**config.mk**
```make
export PLATFORM = sky130hd
export DESIGN_NAME = owcc_divider
export DESIGN_NICKNAME = d
export VERILOG_FILES = /design/src/design/owcc_pkg.sv /design/src/design/owcc_divider.sv
export SDC_FILE = /design/constraint.sdc
export NUM_CORES = 2
export LEC_CHECK = 0
export ABC_AREA = 0
export BUFFER_PORTS_ARGS = -buffer_cell sky130_fd_sc_hd__buf_2
export CAP_MARGIN = 20
export CORE_UTILIZATION = 40
export CTS_CLUSTER_SIZE = 40
export DETAILED_ROUTE_END_ITERATION = 16
export GPL_TIMING_DRIVEN = 0
export PLACE_DENSITY_LB_ADDON = 0.1
export SKIP_CTS_REPAIR_TIMING = 1
export SYNTH_ARGS = -nofsm -noshare
export SYNTH_HDL_FRONTEND = slang
export SYNTH_SLANG_ARGS = --single-unit
```
**constraint.sdc**
```tcl
create_clock -name clock -period 7.96 [get_ports clock]
set_clock_uncertainty 0.2 [all_clocks]
set_input_delay 0.398 -clock clock [delete_from_list [all_inputs] [get_ports clock]]
set_output_delay 0.398 -clock clock [all_outputs]
set_load 0.01 [all_outputs]
```
**src/design/owcc_pkg.sv**
```systemverilog
// shared constants and types for the overlay window clip and crop block
package owcc_pkg;

   localparam int FRAC_BITS = 20;
   localparam int MIN_CROP  = 8;
   localparam int MIN_WIN   = 16;
   localparam int DIV_BITS  = 32;

   typedef enum logic [2:0] {
      CSR_BOUND_LEFT   = 3'd0,
      CSR_BOUND_TOP    = 3'd1,
      CSR_BOUND_RIGHT  = 3'd2,
      CSR_BOUND_BOTTOM = 3'd3,
      CSR_SCAN_MASK    = 3'd4
   } csr_index_type;

   typedef struct packed {
      logic signed [15:0] left;
      logic signed [15:0] top;
      logic signed [15:0] right;
      logic signed [15:0] bottom;
      logic [11:0]        scan_mask;
   } bounds_type;

   // per-item data that rides alongside the dividers
   typedef struct packed {
      logic               err;
      logic signed [15:0] odl;
      logic signed [15:0] odt;
      logic signed [15:0] odr;
      logic signed [15:0] odb;
      logic [15:0]        offl;
      logic [15:0]        offt;
      logic [15:0]        offr;
      logic [15:0]        offb;
      logic [11:0]        sw;
      logic [11:0]        sh;
      logic [15:0]        pitch;
      logic [11:0]        cl;
      logic [11:0]        ct;
      logic [11:0]        cr;
      logic [11:0]        cb;
   } side_type;

endpackage

```
**src/design/owcc_divider.sv**
```systemverilog
// pipelined restoring divider, one quotient bit per stage
module owcc_divider import owcc_pkg::*; (
   input  logic        clock,
   input  logic        en,
   input  logic [31:0] num,
   input  logic [15:0] den,
   output logic [31:0] quot
);

   logic [31:0] num_ff [0:DIV_BITS-1];
   logic [15:0] den_ff [0:DIV_BITS-1];
   logic [15:0] rem_ff [0:DIV_BITS-1];
   logic [31:0] q_ff   [0:DIV_BITS-1];

   for (genvar k = 0; k < DIV_BITS; k++) begin : g_stage
      logic [31:0] num_c;
      logic [15:0] den_c;
      logic [15:0] rem_c;
      logic [31:0] q_c;
      logic [16:0] trial;
      logic        fits;

      if (k == 0) begin : g_first
         assign num_c = num;
         assign den_c = den;
         assign rem_c = 16'd0;
         assign q_c   = 32'd0;
      end else begin : g_next
         assign num_c = num_ff[k-1];
         assign den_c = den_ff[k-1];
         assign rem_c = rem_ff[k-1];
         assign q_c   = q_ff[k-1];
      end

      assign trial = {rem_c, num_c[31]};
      assign fits  = trial >= {1'b0, den_c};

      always_ff @(posedge clock) begin
         if (en) begin
            num_ff[k] <= {num_c[30:0], 1'b0};
            den_ff[k] <= den_c;
            rem_ff[k] <= fits ? 16'(trial - {1'b0, den_c}) : trial[15:0];
            q_ff[k]   <= {q_c[30:0], fits};
         end
      end
   end

   assign quot = q_ff[DIV_BITS-1];

endmodule

```
==> impl_metrics.env <==
export IMPL_status="completed"
export IMPL_synth_cell_types=84
export IMPL_portBuffers=81
export IMPL_slew_headroom_pct=27.9
export IMPL_wirelength_microns=160000
export IMPL_multiInputGateArea_sq_um=25800
export IMPL_clockBufferDepth=3
export IMPL_initial_core_util_pct=40.4
export IMPL_dr_pass1_iters=5
export IMPL_ff2ff_path_depth=12
export IMPL_wire_per_inst_microns=16.7
export IMPL_cts_tree="yes"
export IMPL_p_per_area_nw_per_um2=377
export IMPL_power_switching_w=0.0120
export IMPL_fp_dieArea_sq_um=224000
export IMPL_critPathTopFamily="buffers and inverters"
export IMPL_vias=47700
export IMPL_placed_area_sq_um=93400
export IMPL_ys_seq_elements=2016
export IMPL_cts_buffers=218
export IMPL_ys_top_cells_by_area="edfxtp_1, ha_1, mux2_2"
export IMPL_clock_power_share_pct=26.2
export IMPL_syn_avg_cell_area_sq_um=14.6
export IMPL_p_comb_share_pct=33.2
export IMPL_path_buf_inv=6
export IMPL_ios=82
export IMPL_cp_slowest_cell="buf_12"
export IMPL_yosysWarnings=0
export IMPL_drt_iter0_drc=3133
export IMPL_r2r_slack_ps=3730
export IMPL_ir_drop_mv=0.212
export IMPL_clk_pin_slew_worst_paths_ps=60
export IMPL_cts_max_level=4
export IMPL_regArea_sq_um=60500
export IMPL_yosys_most_used_dff="edfxtp_1"
export IMPL_root_buffer="clkbuf_16"
export IMPL_track_usage_pct=14.2
export IMPL_drv_slew=0
export IMPL_synthToLayoutAreaGrowth_pct=13.6
export IMPL_finalHoldViolCount=0
export IMPL_intPower_w=0.0261
export IMPL_clkLatencyLatePin_ps=850
export IMPL_cp_end_kind="register"
export IMPL_gp_congestion=0.866
export IMPL_synth_edf_count=2016
export IMPL_period_needed_ps=4300
export IMPL_fin_setup_tns_ps=0
export IMPL_chipWidth_microns=474
export IMPL_syn_cell_area_sq_um=89000
export IMPL_crit_chain="dlygate4sd3_1 > buf_12 > buf_16 > buf_16 > buf_16 > buf_16"
export IMPL_cp_required_ps=8200
export IMPL_timing_fmax_mhz=232
export IMPL_antenna_found_initial=1
export IMPL_rsz0062_at_grt="false"
export IMPL_post_route_period_util_pct=54.1
export IMPL_grt_pass1_wl_microns=255000
export IMPL_cp_start_kind="input port"
export IMPL_dpl_hpwl_microns=110000
export IMPL_synth_net_count=6679
export IMPL_synth_top_cell_by_area="edfxtp_1"
export IMPL_pwr_share_seq_pct=40.6
export IMPL_cpPeakStageDelay_ps=610
export IMPL_cap_violations=0
export IMPL_final_design_area_no_fill_sq_um=101000
export IMPL_filler_cell_count=19600
export IMPL_arrival_ps=4550
export IMPL_fin_nets=7044
export IMPL_ys_async_sr_fraction_pct=0
export IMPL_vias_per_cell=4.97
export IMPL_r2r_end="rem_ff[0][170]$_DFFE_PP_"
export IMPL_overflow=0
export IMPL_min_path_type="in -> reg"
export IMPL_hold_path_end="num_ff[0][11]$_DFFE_PP_"
export IMPL_cts_sinks=2016
export IMPL_core_area_sq_um=220000
export IMPL_crit_top_cell="buf_16"
export IMPL_hold_depth=2
export IMPL_synthCells=6101
export IMPL_critPathMaxFanout=181
export IMPL_p_sw_share_pct=31.5
export IMPL_die_h_microns=474
export IMPL_leakage_nw=38.7
export IMPL_rows=172
export IMPL_criticalPathCategory="in -> reg"
export IMPL_drcViolationCount=0
export IMPL_antenna_left=0
export IMPL_hold_worst_slack_ps=60.4
export IMPL_drive_above_1_share_pct=10.5
export IMPL_synth_top_area_share_pct=68.0
export IMPL_r2r_start="den_ff[0][145]$_DFFE_PP_"
export IMPL_tightest_slew_ps=1080
export IMPL_grt_pass1_vias=46900
export IMPL_worstHoldStart="num[11]"
export IMPL_grt_max_degree=182
export IMPL_setup_viol_count_final=0
export IMPL_yosysSeqAreaShare_pct=68.0
cells in the mapped netlist, types with 57 or more instances:
| library cell | number |
|---|---|
| o21ai_0 | 307 |
| nor2b_1 | 73 |
| xor2_1 | 149 |
| nor3_1 | 87 |
| mux2_2 | 223 |
| a21oi_1 | 302 |
| ha_1 | 498 |
| o21a_1 | 70 |
| a31oi_1 | 57 |
| nand2_1 | 285 |
| a21o_1 | 151 |
| nand3_1 | 58 |
| nand4_1 | 59 |
| nor2_1 | 273 |
| xnor2_1 | 216 |
| nand2b_1 | 79 |
| edfxtp_1 | 2016 |
| inv_1 | 609 |
flip-flops by register name (all words and copies together), names as in the netlist:
name	count
q_ff	528
den_ff	496
rem_ff	496
num_ff	496
worst reg2reg max path, cell delays in order (launching register included):
cell and delay, ps:
edfxtp_1 430, inv_1 60, ha_1 310, nor2b_1 140, o21ai_0 110, a21boi_0 250, o21ai_0 110, nand2b_1 170
a21o_1 270, a31oi_1 140, o221ai_1 890, buf_2 480, mux2_2 390
power by group through the flow:
stage	combinational, W	clock (W)	sequential (W)
finish	0.0127	0.00998	0.0155
global route	0.0142	0.0108	0.0157
CTS	0.0127	0.0104	0.0155
detailed placement	0.0126	0	0.0157
global placement	0.0124	0	0.0164
floorplan	0.00979	0	0.0152
kinds of logic after synthesis:
group / after synthesis / synth area share [%]
simple gates: 1040 / 5.64
buf+inv: 688 / 2.97
compound gates: 1186 / 8.55
mux: 278 / 3.52
flops: 2016 / 68.0
fa+ha+maj: 528 / 7.68
xor+xnor: 365 / 3.59
final cells by class:
cell class / instances / area share (%)
diodes: 1 / 0.00248
plain buffers: 79 / 0.349
multi-input cells: 3397 / 25.5
clock inverters: 124 / 1.42
inverters: 609 / 2.26
well taps: 2958 / 3.66
flip-flops and latches: 2016 / 59.9
repair buffers: 145 / 1.26
clock buffers: 273 / 5.64
worst max-delay path by stage:
| stage | endpoint | depth (start not counted) | slack, ps | start |
|---|---|---|---|---|
| floorplan | rem_ff[1][142]$_DFFE_PP_ | 11 | 4530 | rem_ff[1][114]$_DFFE_PP_ |
| global placement | q_ff[1][508]$_DFFE_PP_ | 1 | -26260 | en |
| detailed placement | q_ff[1][476]$_DFFE_PP_ | 5 | 3370 | en |
| CTS | rem_ff[0][170]$_DFFE_PP_ | 12 | 3580 | den_ff[0][145]$_DFFE_PP_ |
| global route | q_ff[1][410]$_DFFE_PP_ | 6 | 3380 | en |
| finish | q_ff[1][409]$_DFFE_PP_ | 6 | 3660 | en |
stage by stage:
stage	std cells	power (W)	utilization (%)	worst slack (ps)
floorplan	6101	0.0250	-	4530
global placement	9140	0.0288	42.2	-26260
detailed placement	9152	0.0283	42.4	3370
CTS	9549	0.0386	45.6	3580
global route	9602	0.0406	45.9	3380
finish	9602	0.0381	45.9	3660
placed cells by master, fill, tap and decap left out, types with 149 or more instances in the layout:
cell / netlist / layout
inv_1: 609 / 609
clkbuf_16: 0 / 220
xor2_1: 149 / 149
ha_1: 498 / 498
o21ai_0: 307 / 307
nand2_1: 285 / 285
mux2_2: 223 / 223
xnor2_1: 216 / 216
a21o_1: 151 / 151
edfxtp_1: 2016 / 2016
nor2_1: 273 / 273
a21oi_1: 302 / 302
metal layers:
layer  up-vias  global-route usage [%]  share of wire [%]
li1      23500                       -                  -
met1     23200                    19.6                 47
met2       722                    23.2                 47
met3       219                    2.53                4.1
met4         0                    3.78                2.0
met5         -                       0                  0
(Power assumes the default switching activity.)
