## src/design/owcc_pkg.sv

```systemverilog
// shared constants and types for the overlay window clip and crop block
package owcc_pkg;

   localparam int FRAC_BITS = 20;
   localparam int MIN_CROP  = 8;
   localparam int MIN_WIN   = 16;
   localparam int DIV_BITS  = 32;

   typedef enum logic [2:0] {
      CSR_BOUND_LEFT   = 3'd0,
      CSR_BOUND_TOP    = 3'd1,
      CSR_BOUND_RIGHT  = 3'd2,
      CSR_BOUND_BOTTOM = 3'd3,
      CSR_SCAN_MASK    = 3'd4
   } csr_index_type;

   typedef struct packed {
      logic signed [15:0] left;
      logic signed [15:0] top;
      logic signed [15:0] right;
      logic signed [15:0] bottom;
      logic [11:0]        scan_mask;
   } bounds_type;

   // per-item data that rides alongside the dividers
   typedef struct packed {
      logic               err;
      logic signed [15:0] odl;
      logic signed [15:0] odt;
      logic signed [15:0] odr;
      logic signed [15:0] odb;
      logic [15:0]        offl;
      logic [15:0]        offt;
      logic [15:0]        offr;
      logic [15:0]        offb;
      logic [11:0]        sw;
      logic [11:0]        sh;
      logic [15:0]        pitch;
      logic [11:0]        cl;
      logic [11:0]        ct;
      logic [11:0]        cr;
      logic [11:0]        cb;
   } side_type;

endpackage

```

## src/design/owcc_front.sv

```systemverilog
// front stage: size checks, clip margins, clipped window and divider operands
module owcc_front import owcc_pkg::*; (
   input  logic               clock,
   input  logic               reset,
   input  logic               en,
   input  logic               in_valid,
   input  logic signed [15:0] dst_left,
   input  logic signed [15:0] dst_top,
   input  logic signed [15:0] dst_right,
   input  logic signed [15:0] dst_bottom,
   input  logic [11:0]        src_width,
   input  logic [11:0]        src_height,
   input  logic [15:0]        src_pitch,
   input  logic [11:0]        crop_left,
   input  logic [11:0]        crop_top,
   input  logic [11:0]        crop_right,
   input  logic [11:0]        crop_bottom,
   input  bounds_type         bounds,
   output logic               out_valid,
   output side_type           out_side,
   output logic [31:0]        num_h,
   output logic [15:0]        den_h,
   output logic [31:0]        num_v,
   output logic [15:0]        den_v
);

   logic signed [12:0] cw, ch;
   logic signed [16:0] dw, dh;
   logic signed [16:0] ml, mt, mr, mb;
   logic [15:0]        offl, offt, offr, offb;
   logic               too_small, offscr;
   side_type           side_in;
   logic               valid_ff;
   side_type           side_ff;
   logic [31:0]        num_h_ff, num_v_ff;
   logic [15:0]        den_h_ff, den_v_ff;

   always_comb begin
      cw = $signed({1'b0, crop_right}) - $signed({1'b0, crop_left});
      ch = $signed({1'b0, crop_bottom}) - $signed({1'b0, crop_top});
      dw = $signed({dst_right[15], dst_right}) - $signed({dst_left[15], dst_left});
      dh = $signed({dst_bottom[15], dst_bottom}) - $signed({dst_top[15], dst_top});
      ml = $signed({bounds.left[15], bounds.left}) - $signed({dst_left[15], dst_left});
      mt = $signed({bounds.top[15], bounds.top}) - $signed({dst_top[15], dst_top});
      mr = $signed({dst_right[15], dst_right}) - $signed({bounds.right[15], bounds.right});
      mb = $signed({dst_bottom[15], dst_bottom})
         - $signed({bounds.bottom[15], bounds.bottom});
      offl = (ml > 17'sd0) ? ml[15:0] : 16'd0;
      offt = (mt > 17'sd0) ? mt[15:0] : 16'd0;
      offr = (mr > 17'sd0) ? mr[15:0] : 16'd0;
      offb = (mb > 17'sd0) ? mb[15:0] : 16'd0;
      too_small = (cw < $signed(13'(MIN_CROP))) || (ch < $signed(13'(MIN_CROP)))
               || (dw < $signed(17'(MIN_WIN))) || (dh < $signed(17'(MIN_WIN)));
      offscr = ($signed({2'b00, offt}) >= $signed({dh[16], dh}))
            || ($signed({2'b00, offl}) >= $signed({dw[16], dw}))
            || ($signed({2'b00, offb}) >= $signed({dh[16], dh}))
            || ($signed({2'b00, offr}) >= $signed({dw[16], dw}));
      side_in.err   = too_small || offscr;
      side_in.odl   = dst_left + $signed(offl);
      side_in.odt   = dst_top + $signed(offt);
      side_in.odr   = dst_right - $signed(offr);
      side_in.odb   = dst_bottom - $signed(offb);
      side_in.offl  = offl;
      side_in.offt  = offt;
      side_in.offr  = offr;
      side_in.offb  = offb;
      side_in.sw    = src_width;
      side_in.sh    = src_height;
      side_in.pitch = src_pitch;
      side_in.cl    = crop_left;
      side_in.ct    = crop_top;
      side_in.cr    = crop_right;
      side_in.cb    = crop_bottom;
   end

   always_ff @(posedge clock) begin
      if (reset) begin
         valid_ff <= 1'b0;
      end else if (en) begin
         valid_ff <= in_valid;
      end
   end

   always_ff @(posedge clock) begin
      if (en) begin
         side_ff  <= side_in;
         num_h_ff <= {cw[11:0], {FRAC_BITS{1'b0}}};
         num_v_ff <= {ch[11:0], {FRAC_BITS{1'b0}}};
         den_h_ff <= dw[15:0];
         den_v_ff <= dh[15:0];
      end
   end

   assign out_valid = valid_ff;
   assign out_side  = side_ff;
   assign num_h     = num_h_ff;
   assign num_v     = num_v_ff;
   assign den_h     = den_h_ff;
   assign den_v     = den_v_ff;

endmodule

```

## config.mk

```make
export PLATFORM = sky130hd
export DESIGN_NAME = owcc_front
export DESIGN_NICKNAME = d
export VERILOG_FILES = /design/src/design/owcc_pkg.sv /design/src/design/owcc_front.sv
export SDC_FILE = /design/constraint.sdc
export NUM_CORES = 1
export LEC_CHECK = 0
export BUFFER_PORTS_ARGS = -buffer_cell sky130_fd_sc_hd__buf_2
export CAP_MARGIN = 20
export CORE_AREA = 2 2 210 212
export DETAILED_ROUTE_END_ITERATION = 8
export DIE_AREA = 0 0 212 214
export PLACE_DENSITY = 0.7
export SETUP_SLACK_MARGIN = 0.5
export SYNTH_ARGS = -nofsm -noshare
export SYNTH_HDL_FRONTEND = slang
export SYNTH_SLANG_ARGS = --single-unit
```

## constraint.sdc

```tcl
create_clock -name clock -period 10.3 [get_ports clock]
set_clock_uncertainty 0.2 [all_clocks]
set_input_delay 1.545 -clock clock [delete_from_list [all_inputs] [get_ports clock]]
set_output_delay 1.545 -clock clock [all_outputs]
set_load 0.02 [all_outputs]
```

==> results.py <==
metrics = {
    "run_status": {
        "status": "complete, no violations",
    },
    "synth": {
        "ys_types": 83,
        "syn_inst": 1846,
        "ys.flop_type": "edfxtp_1",
        "syn_area_per_cell_um2": 10.4,
        "syn_area_um2": 19200,
        "synth-edff-count": 273,
        "ys_async_sr_fraction_pct": 0,
        "yosysWarnings": 0,
        "yosysSeqAreaShare_pct": 42.8,
        "ys_ff_latch": 274,
    },
    "route": {
        "post-route-drc-count": 0,
        "vias": 16100,
        "routed_wl_mm": 60.5,
        "drt_iter0_drc": 928,
        "viasPerCell": 5.40,
        "wire_per_inst_um": 20.3,
        "drt.antenna.violating_nets": 0,
        "drtPass1Iterations": 5,
    },
    "setup_path": {
        "worstSetupStartpointType": "primary input",
        "critPathKind": "in2reg",
        "r2r_start": "out_valid$_SDFFE_PP0P_",
        "cp.required_ps": 10370,
        "crit_path_start": "dst_bottom[4]",
        "cp.arrival_ps": 7900,
        "cp-end-kind": "flip-flop",
        "cp_max_fo": 20,
    },
    "cts": {
        "clock_latency_ps": 530,
        "cts_root_buf": "clkbuf_16",
        "post_cts_buffers": 0,
        "clk_pin_slew_ps": 60,
        "postCtsResizedCells": 0,
        "htreeDepth": 2,
        "postCtsHoldBufs": 0,
        "cts_buffer_depth": 3,
        "cts_buffers": 34,
        "clock_sinks": 274,
        "cts_tree": "built",
    },
    "sta": {
        "timing.fmax_ghz": 0.128,
        "min_period_over_period_pct": 76.0,
        "hold_violations": 0,
        "rsz0062_at_grt": "false",
        "slew_headroom_pct": 23.9,
        "maxSlewViolCount": 0,
        "tightest_slew_ps": 1110,
        "finalSetupTns_ps": 0,
        "fin_crit_ps": 7830,
        "setup_violations": 0,
    },
    "layout": {
        "layout_common_cells": "492 x buf_2, 273 x edfxtp_1, 238 x ha_1",
        "final_cell_area_um2": 23300,
        "final_common_cell": "buf_2",
        "syn_to_final_growth_pct": 21.5,
        "drive_above_1_share_pct": 24.4,
        "fin_nets": 2848,
    },
    "power": {
        "p_int_uw": 2790,
        "leakagePower_uw": 0.0108,
        "peakVddDrop_mv": 0.128,
        "netSwitchingFraction_pct": 37.1,
        "power.switching_uw": 1650,
        "power_frac_comb_pct": 39.3,
        "power_uw": 4440,
        "power_density_nw_per_um2": 190,
        "share_seq_of_total_power_pct": 34.6,
        "clkPwrFrac_pct": 26.1,
    },
    "floorplan": {
        "die-area_um2": 45400,
        "initial_core_util_pct": 44.8,
        "rows": 76,
        "die_h_um": 214,
        "die_width_um": 212,
        "core_area_um2": 42900,
        "num_io_pins": 546,
    },
    "grt": {
        "grt_pass1_vias": 16000,
        "grt_max_degree": 154,
        "use_met2_pct": 44.7,
        "gr-usage-met1_pct": 32.6,
        "overflow": 0,
        "grt_first_pass_wirelength_mm": 90.9,
        "antenna_found_initial": 8,
        "grt_usage_pct": 26.1,
        "busiest_layer": "met2",
        "gr-usage-met3_pct": 4.82,
    },
    "placed_design": {
        "post_dp_cell_area_um2": 22300,
        "portBuffers": 493,
        "place_congestion": 0.945,
        "dp_hpwl_mm": 49.7,
    },
    "flow_run": {
        "drv_cap": 0,
    },
    "hold_path": {
        "min-delay-start": "out_valid$_SDFFE_PP0P_",
        "holdCritPathClass": "reg2reg",
    },
}
## logic make-up (layout without fill, tap and decap cells)
logic type	count (synthesis)	in the layout	share of synthesized area [%]
xor+xnor	131	131	6.01
simple gates	523	523	14.0
other cells	1	47	0.0195
compound gates	408	408	14.2
fa+ha+maj	251	251	16.8
flops	274	274	42.8
mux	8	8	0.443
buf+inv	250	755	5.68
## layer usage
metal	vias up	share of wire, %
met5	-	0.045
met4	4	2.9
met3	96	7.0
met2	627	49
met1	7634	42
li1	7752	-
## metrics by stage
stage	std cells	hold slack [ps]	worst slack, ps	utilization, %
after floorplan	1885	379	3620	-
after global placement	2915	275	2250	51.9
after detailed placement	2915	298	2220	51.9
after CTS	2975	312	2680	54.4
after global routing	2981	336	2110	54.4
final	2982	306	2470	54.4
## synth_stat cells, types with 7 or more instances
cell | n | area share, %
o21bai_1 | 10 | 0.39
nand3b_1 | 7 | 0.27
fa_1 | 12 | 1.3
buf_4 | 41 | 1.6
a211oi_1 | 13 | 0.51
or2_2 | 16 | 0.52
ha_1 | 238 | 15
nand4_1 | 19 | 0.62
nor2_1 | 129 | 2.5
edfxtp_1 | 273 | 43
nor2b_1 | 43 | 1.4
o21a_1 | 35 | 1.4
a31oi_1 | 13 | 0.42
xnor2_1 | 84 | 3.8
and3_1 | 13 | 0.42
nand2b_1 | 44 | 1.4
clkbuf_1 | 10 | 0.20
a21boi_0 | 9 | 0.35
a21oi_1 | 108 | 2.8
or3_1 | 11 | 0.36
nor3_1 | 42 | 1.1
and2_1 | 16 | 0.52
a21o_1 | 37 | 1.4
o21ai_0 | 84 | 2.2
a2111oi_0 | 8 | 0.36
nand3_1 | 46 | 1.2
o31a_1 | 12 | 0.55
o211ai_1 | 8 | 0.31
nor4_1 | 20 | 0.65
inv_1 | 199 | 3.9
or4_1 | 10 | 0.39
nand2_1 | 88 | 1.7
o2111ai_1 | 11 | 0.50
xor2_1 | 46 | 2.1
## state kept, by name, summed over array words and instances (netlist names)
register and count:
out_side 217, num_v 12, out_valid 1, den_v 16, den_h 16, num_h 12
## layout make-up
| type | count | area [µm²] |
|---|---|---|
| Tap cell | 585 | 732 |
| Clock inverter | 17 | 154 |
| Fill cell | 3835 | 19500 |
| Sequential cell | 274 | 8220 |
| Multi-Input combinational cell | 1361 | 10100 |
| Antenna cell | 7 | 17.5 |
| Clock buffer | 43 | 906 |
| Inverter | 199 | 747 |
| Timing Repair Buffer | 496 | 2510 |
## path summary, 6_finish.rpt
check / slack, ps / cells past startpoint / endpoint
setup / recovery: 2470 / 22 / out_side[216]$_DFFE_PP_
hold / removal: 310 / 2 / out_valid$_SDFFE_PP0P_
setup reg to reg: 9510 / 2 / out_valid$_SDFFE_PP0P_
hold reg to reg: 310 / 2 / out_valid$_SDFFE_PP0P_
## power groups by stage
stage / logic, µW / clock network (µW) / registers (µW)
3_3_place_gp: 1690 / 0 / 1560
5_1_grt: 1910 / 1230 / 1550
3_5_place_dp: 1730 / 0 / 1560
6_report: 1750 / 1160 / 1540
2_1_floorplan: 931 / 0 / 1790
4_1_cts: 1740 / 1190 / 1540
## worst max-delay path: stages
cell,delay [ps]
buf_2,140
ha_1,270
or4_1,520
o22ai_1,310
o21ai_1,170
o41ai_1,500
o21ai_0,250
xnor2_1,180
a31oi_1,210
buf_4,260
nor2b_1,360
ha_1,330
nand2b_1,80
a21oi_1,60
o311ai_0,360
a211oi_1,130
o21bai_1,220
o41ai_1,150
a2111oi_0,990
o31ai_1,360
nor4_1,330
o311ai_1,150
No activity file was read; power rests on OpenSTA's default activity.
