<file path="src/design/owcc_pkg.sv">
// shared constants and types for the overlay window clip and crop block
package owcc_pkg;

   localparam int FRAC_BITS = 20;
   localparam int MIN_CROP  = 8;
   localparam int MIN_WIN   = 16;
   localparam int DIV_BITS  = 32;

   typedef enum logic [2:0] {
      CSR_BOUND_LEFT   = 3'd0,
      CSR_BOUND_TOP    = 3'd1,
      CSR_BOUND_RIGHT  = 3'd2,
      CSR_BOUND_BOTTOM = 3'd3,
      CSR_SCAN_MASK    = 3'd4
   } csr_index_type;

   typedef struct packed {
      logic signed [15:0] left;
      logic signed [15:0] top;
      logic signed [15:0] right;
      logic signed [15:0] bottom;
      logic [11:0]        scan_mask;
   } bounds_type;

   // per-item data that rides alongside the dividers
   typedef struct packed {
      logic               err;
      logic signed [15:0] odl;
      logic signed [15:0] odt;
      logic signed [15:0] odr;
      logic signed [15:0] odb;
      logic [15:0]        offl;
      logic [15:0]        offt;
      logic [15:0]        offr;
      logic [15:0]        offb;
      logic [11:0]        sw;
      logic [11:0]        sh;
      logic [15:0]        pitch;
      logic [11:0]        cl;
      logic [11:0]        ct;
      logic [11:0]        cr;
      logic [11:0]        cb;
   } side_type;

endpackage

</file>
<file path="src/design/owcc_back.sv">
// back stages: crop amounts, buffer offset, alignment and result register
module owcc_back import owcc_pkg::*; (
   input  logic               clock,
   input  logic               reset,
   input  logic               en,
   input  logic               in_valid,
   input  side_type           in_side,
   input  logic [31:0]        hs,
   input  logic [31:0]        vs,
   input  logic [11:0]        scan_mask,
   output logic               out_valid,
   output logic               status,
   output logic signed [15:0] out_dst_left,
   output logic signed [15:0] out_dst_top,
   output logic signed [15:0] out_dst_right,
   output logic signed [15:0] out_dst_bottom,
   output logic signed [16:0] out_src_width,
   output logic signed [16:0] out_src_height,
   output logic [31:0]        buf_start_offset
);

   logic [47:0] pl, pr, pt, pb;
   logic        v1_ff, v2_ff, v3_ff, v4_ff;
   side_type    s1_ff, s2_ff, s3_ff;
   logic [11:0] kl1_ff, kr1_ff, kt1_ff, kb1_ff;
   logic [12:0] kl2_in, kt2_in, kl2_ff, kt2_ff, kl3_ff, kt3_ff;
   logic signed [14:0] kr2_in, kb2_in, kr2_ff, kb2_ff, kr3_ff, kb3_ff;
   logic [31:0] off3_in, off3_ff;
   logic [11:0] masked;
   logic signed [17:0] kl4, w4, h4;
   logic        st_ff;
   logic signed [15:0] odl_ff, odt_ff, odr_ff, odb_ff;
   logic signed [16:0] w_ff, h_ff;
   logic [31:0] off_ff;

   // scaled margins, the 12 integer bits of each product
   assign pl = {32'd0, in_side.offl} * {16'd0, hs};
   assign pr = {32'd0, in_side.offr} * {16'd0, hs};
   assign pt = {32'd0, in_side.offt} * {16'd0, vs};
   assign pb = {32'd0, in_side.offb} * {16'd0, vs};

   always_comb begin
      kl2_in = {1'b0, kl1_ff} + {1'b0, s1_ff.cl};
      kt2_in = {1'b0, kt1_ff} + {1'b0, s1_ff.ct};
      // right crop takes one more pixel than the bottom crop takes lines
      kr2_in = $signed({3'b000, kr1_ff}) + $signed({3'b000, s1_ff.sw})
             - $signed({3'b000, s1_ff.cr}) - 15'sd1;
      kb2_in = $signed({3'b000, kb1_ff}) + $signed({3'b000, s1_ff.sh})
             - $signed({3'b000, s1_ff.cb});
      off3_in = 32'(kt2_ff) * 32'(s2_ff.pitch) + 32'({kl2_ff, 1'b0});
   end

   always_comb begin
      masked = off3_ff[11:0] & scan_mask;
      kl4 = $signed({5'd0, kl3_ff}) - $signed({7'd0, masked[11:1]});
      w4  = $signed({6'd0, s3_ff.sw}) - (kl4 + 18'(kr3_ff));
      h4  = $signed({6'd0, s3_ff.sh}) - ($signed({5'd0, kt3_ff}) + 18'(kb3_ff));
   end

   always_ff @(posedge clock) begin
      if (reset) begin
         v1_ff <= 1'b0;
         v2_ff <= 1'b0;
         v3_ff <= 1'b0;
         v4_ff <= 1'b0;
      end else if (en) begin
         v1_ff <= in_valid;
         v2_ff <= v1_ff;
         v3_ff <= v2_ff;
         v4_ff <= v3_ff;
      end
   end

   always_ff @(posedge clock) begin
      if (en) begin
         s1_ff  <= in_side;
         kl1_ff <= pl[FRAC_BITS+11:FRAC_BITS];
         kr1_ff <= pr[FRAC_BITS+11:FRAC_BITS];
         kt1_ff <= pt[FRAC_BITS+11:FRAC_BITS];
         kb1_ff <= pb[FRAC_BITS+11:FRAC_BITS];
         s2_ff  <= s1_ff;
         kl2_ff <= kl2_in;
         kt2_ff <= kt2_in;
         kr2_ff <= kr2_in;
         kb2_ff <= kb2_in;
         s3_ff  <= s2_ff;
         kl3_ff <= kl2_ff;
         kt3_ff <= kt2_ff;
         kr3_ff <= kr2_ff;
         kb3_ff <= kb2_ff;
         off3_ff <= off3_in;
         // an error result carries zero in every field but the status
         st_ff  <= s3_ff.err;
         odl_ff <= s3_ff.err ? 16'sd0 : s3_ff.odl;
         odt_ff <= s3_ff.err ? 16'sd0 : s3_ff.odt;
         odr_ff <= s3_ff.err ? 16'sd0 : s3_ff.odr;
         odb_ff <= s3_ff.err ? 16'sd0 : s3_ff.odb;
         w_ff   <= s3_ff.err ? 17'sd0 : w4[16:0];
         h_ff   <= s3_ff.err ? 17'sd0 : h4[16:0];
         off_ff <= s3_ff.err ? 32'd0 : (off3_ff & ~{20'd0, scan_mask});
      end
   end

   assign out_valid        = v4_ff;
   assign status           = st_ff;
   assign out_dst_left     = odl_ff;
   assign out_dst_top      = odt_ff;
   assign out_dst_right    = odr_ff;
   assign out_dst_bottom   = odb_ff;
   assign out_src_width    = w_ff;
   assign out_src_height   = h_ff;
   assign buf_start_offset = off_ff;

endmodule

</file>
<file path="config.mk">
export PLATFORM = sky130hd
export DESIGN_NAME = owcc_back
export DESIGN_NICKNAME = d
export VERILOG_FILES = /design/src/design/owcc_pkg.sv /design/src/design/owcc_back.sv
export SDC_FILE = /design/constraint.sdc
export NUM_CORES = 2
export LEC_CHECK = 0
export BUFFER_PORTS_ARGS = -buffer_cell sky130_fd_sc_hd__buf_2
export CAP_MARGIN = 20
export CORE_MARGIN = 2
export CORE_UTILIZATION = 31
export CTS_CLUSTER_SIZE = 30
export DETAILED_ROUTE_END_ITERATION = 12
export PLACE_DENSITY_LB_ADDON = 0.1
export SKIP_CTS_REPAIR_TIMING = 1
export SLEW_MARGIN = 20
export SYNTH_ARGS = -nofsm -noshare
export SYNTH_HDL_FRONTEND = slang
export SYNTH_SLANG_ARGS = --single-unit
</file>
<file path="constraint.sdc">
create_clock -name clock -period 10.4 [get_ports clock]
set_clock_uncertainty 0.1 [all_clocks]
set_input_delay 1.56 -clock clock [delete_from_list [all_inputs] [get_ports clock]]
set_output_delay 1.56 -clock clock [all_outputs]
set_load 0.02 [all_outputs]
</file>
==> summary by stage <==
Detailed routing
The highest layer touched by signal routing is met5. The detailed route wirelength on metal3 is 11,100 microns. The routed length on met2 is 99,000 microns.

For this run, the detailed router's first-pass iteration total came to 5. The iteration-0 DRC count of the detailed router is 2,664. Across all layers, the routed design uses 49,300 vias. In the routed design, unresolved DRC markers number 0. The residual antenna-violating net count after detailed routing is 0.

The average via count per standard cell is 4.47. The sum of routed wire length over all layers is 216,000 microns. The routed length per placed instance is 19.6 microns.

In the final routing, the length of wire on met1 measures 103,000 microns.

Synthesis
The number of synthesized flops with an enable pin is 664. The dominant cell type by area after synthesis is sky130_fd_sc_hd__fa_1. In the synthesized netlist the async set-or-reset flop fraction comes to 0%.

The netlist area before placement is 76,800 sq um. The cell count after synthesis came out at 7,410. By area the synthesized netlist is led by sky130_fd_sc_hd__fa_1, sky130_fd_sc_hd__edfxtp_1, sky130_fd_sc_hd__inv_1, sky130_fd_sc_hd__ha_1, sky130_fd_sc_hd__nand2_1. The most frequently used flop master after synthesis is sky130_fd_sc_hd__edfxtp_1. The average cell area after synthesis is 10.4 sq um. The count of yosys warnings during synthesis is 0.

The area share of the largest cell type after synthesis is 37.2%. After synthesis the netlist holds a flip-flop and latch count of 668. The count of distinct cell types in the synthesized netlist is 67. The register area share after synthesis is 26.1%.

Global routing
The number of global-route vias before repair is 54,900. Entering global routing, the biggest net connects 156 pins. In the global route stage, overall resource usage came out at 17.5%.

The initial antenna violation count is 33. The first global-routing pass estimated 336,000 microns of wire. The total overflow left after global routing is 0.

Setup path
The number of buffer and inverter stages on the critical path is 4. The critical path's most frequent cell is sky130_fd_sc_hd__fa_1. The nature of the critical path startpoint is an input port. In this run the critical register-to-register path is launched from s2_ff[53]. The register-to-register setup slack is 3070 ps. Counting cells, the worst reg-to-reg path comes to 24.

The worst setup path is of the in2reg kind. STA classifies the critical path endpoint as a register. On the critical path the largest part of the delay comes from adder cells. The cell type of the slowest stage on the worst timing path is sky130_fd_sc_hd__buf_2. Walking the worst path, the cells encountered are buf_2, nand2_1, fa_1, fa_1, fa_1, inv_1, fa_1, fa_1, inv_1, fa_1, inv_1, ha_1, a21o_1, a21oi_1, and3_1, a22oi_1, a31o_1, a41o_1, o41a_1, a211o_1, a21oi_2, o21bai_1, xnor2_1.

The arrival time of the worst setup path is 8450 ps. The capture instance of the worst register-to-register path is off3_ff[29]. The required arrival time at the worst endpoint is 10,680 ps.

On the worst path, the slowest cell contributes a delay of 670 ps. Along the worst path, the maximum fanout reaches 31.

Cells and area
The multi-input combinational cells in the finished layout cover a total of 49,100 sq um. The layout overhead on the synthesized area is 10.4%. The final-stage net count is 9,825. The filler cell count in the final layout is 25,100. The library cell used most frequently in the layout, excluding fill and tap cells, is sky130_fd_sc_hd__inv_1. The top cell types in the final layout, fill and taps aside, are sky130_fd_sc_hd__inv_1, sky130_fd_sc_hd__fa_1, sky130_fd_sc_hd__nand2_1. The total area of sequential cells is 20,000 sq um. The share of final-layout standard cells stronger than drive strength 1 is 7.96%.

Timing
The final worst-path setup slack is 2230 ps. Adding up every negative setup slack in the final design gives 0 ps. The number of hold violations in the final report is 0. Setup repair after global routing left no endpoint under its margin. Hold timing on the final database bottoms out at a slack of 304 ps. The normalized max-slew margin is 31.0%.

The transition at the pin with the smallest max-transition slack is 1040 ps. The count of final setup violators is 0. The final count of pins violating max slew is 0.

Timing would allow up to 122 MHz. The clock period could shrink to 8170 ps. Of the available clock period, the critical path in the final layout requires 78.6%.

Min path
The min-delay analysis places its worst path in the category reg2reg. The instance count along the most critical hold path is 0. The destination of the worst hold path is s3_ff[76]. The worst hold path begins at s2_ff[76].

Clock tree
Buffers inserted during clock tree synthesis total 76. CTS built an H-tree with a depth of 3. The clock tree buffer depth is 3.

TritonCTS built the clock tree. The master cell of the clock root buffer is sky130_fd_sc_hd__clkbuf_16. The tree built by TritonCTS fans out to 668 sinks. The clock transition at the register clock pins on the worst setup and hold paths after CTS is 60 ps. At the later pin of the worst-skew pair, clock insertion delay measures 670 ps.

Placed design
The placer congestion estimate is 0.811. The worst setup slack after placement is 1520 ps. The detailed placement HPWL is 165,000 microns. The port buffer count is 426.

Floorplan
The number of top-level pins is 429. The die covers 252,000 sq um. The initial standard-cell utilization of the core is 31.2%. In this run the horizontal extent of the chip is 502 microns.

After floorplanning, the core was sized to cover 246,000 sq um. In this run the vertical extent of the chip is 502 microns. In this run the core area contains 182 standard-cell rows.

Job
The max-cap violation count is 0.

Outcome
The run finished with clean final reports.
==> synthesized netlist by cell type (13+ instances only) <==
library cell                  n
sky130_fd_sc_hd__a21boi_0    20
sky130_fd_sc_hd__o21a_1      20
sky130_fd_sc_hd__fa_1      1428
sky130_fd_sc_hd__nor3_1      40
sky130_fd_sc_hd__edfxtp_1   664
sky130_fd_sc_hd__nor2_1     130
sky130_fd_sc_hd__a21oi_1     94
sky130_fd_sc_hd__nand3_1     25
sky130_fd_sc_hd__ha_1       445
sky130_fd_sc_hd__nand2b_1    13
sky130_fd_sc_hd__a21o_1      43
sky130_fd_sc_hd__xnor2_1    188
sky130_fd_sc_hd__xor2_1      55
sky130_fd_sc_hd__and2_1     668
sky130_fd_sc_hd__nand2_1   1170
sky130_fd_sc_hd__nor2b_1    107
sky130_fd_sc_hd__clkbuf_1   321
sky130_fd_sc_hd__o21ai_0     81
sky130_fd_sc_hd__inv_1     1738
==> sequential cells by signal (all words and copies together), names as in the netlist, 12 cells and up <==
signal	flops
s2_ff	105
s3_ff	89
out_dst_bottom	16
kl1_ff	12
kr1_ff	12
out_src_height	17
s1_ff	153
kt3_ff	13
kl3_ff	13
kb3_ff	14
out_dst_left	16
off3_ff	30
kt1_ff	12
kt2_ff	13
kr2_ff	15
out_src_width	17
kb2_ff	14
out_dst_top	16
kb1_ff	12
buf_start_offset	30
kr3_ff	15
kl2_ff	13
out_dst_right	16
==> metal layers <==
layer / vias to the layer above / track usage [%]
met5: - / 0
met4: 38 / 2.83
met3: 188 / 2.63
met2: 925 / 28.5
met1: 25700 / 24.9
li1: 22500 / -
==> worst max-delay path by stage <==
stage	startpoint	depth (start not counted)	endpoint	slack, ps
floorplan	in_side[105]	24	kr1_ff[11]	2420
global placement	vs[11]	23	kb1_ff[11]	1570
CTS	vs[11]	23	kb1_ff[11]	2270
global route	vs[11]	23	kb1_ff[11]	1870
detailed placement	vs[11]	23	kb1_ff[11]	1520
finish	in_side[105]	23	kr1_ff[11]	2230
==> final cells by class <==
class / instances / share of cell area, %
Antenna cell: 6 / 0.0177
Clock buffer: 92 / 2.34
Clock inverter: 46 / 0.478
Inverter: 1738 / 7.69
Multi-Input combinational cell: 4678 / 57.8
Sequential cell: 668 / 23.6
Tap cell: 3312 / 4.89
Timing Repair Buffer: 493 / 3.15
==> metrics by stage <==
step	cells	utilization [%]	cell area [sq um]
2_1_floorplan	7411	-	76800
3_3_place_gp	10900	33.5	82400
3_5_place_dp	10900	33.5	82400
4_1_cts	11000	34.5	84800
5_1_grt	11000	34.5	84800
6_report	11000	34.5	84800
==> cell families after synthesis <==
kind of cell | synth area share, %
AO/OA/AOI/OAI | 2.84
AND/OR/NAND/NOR | 13.7
XOR/XNOR | 2.77
flip-flops | 26.1
adder cells (fa/ha/maj) | 44.4
buffers and inverters | 10.1
multiplexers | 0.0521
other | 0.00488
Power is left out: the tool's default activity adds up to more than one toggle a clock period on the data nets, which glitch-free logic cannot reach.
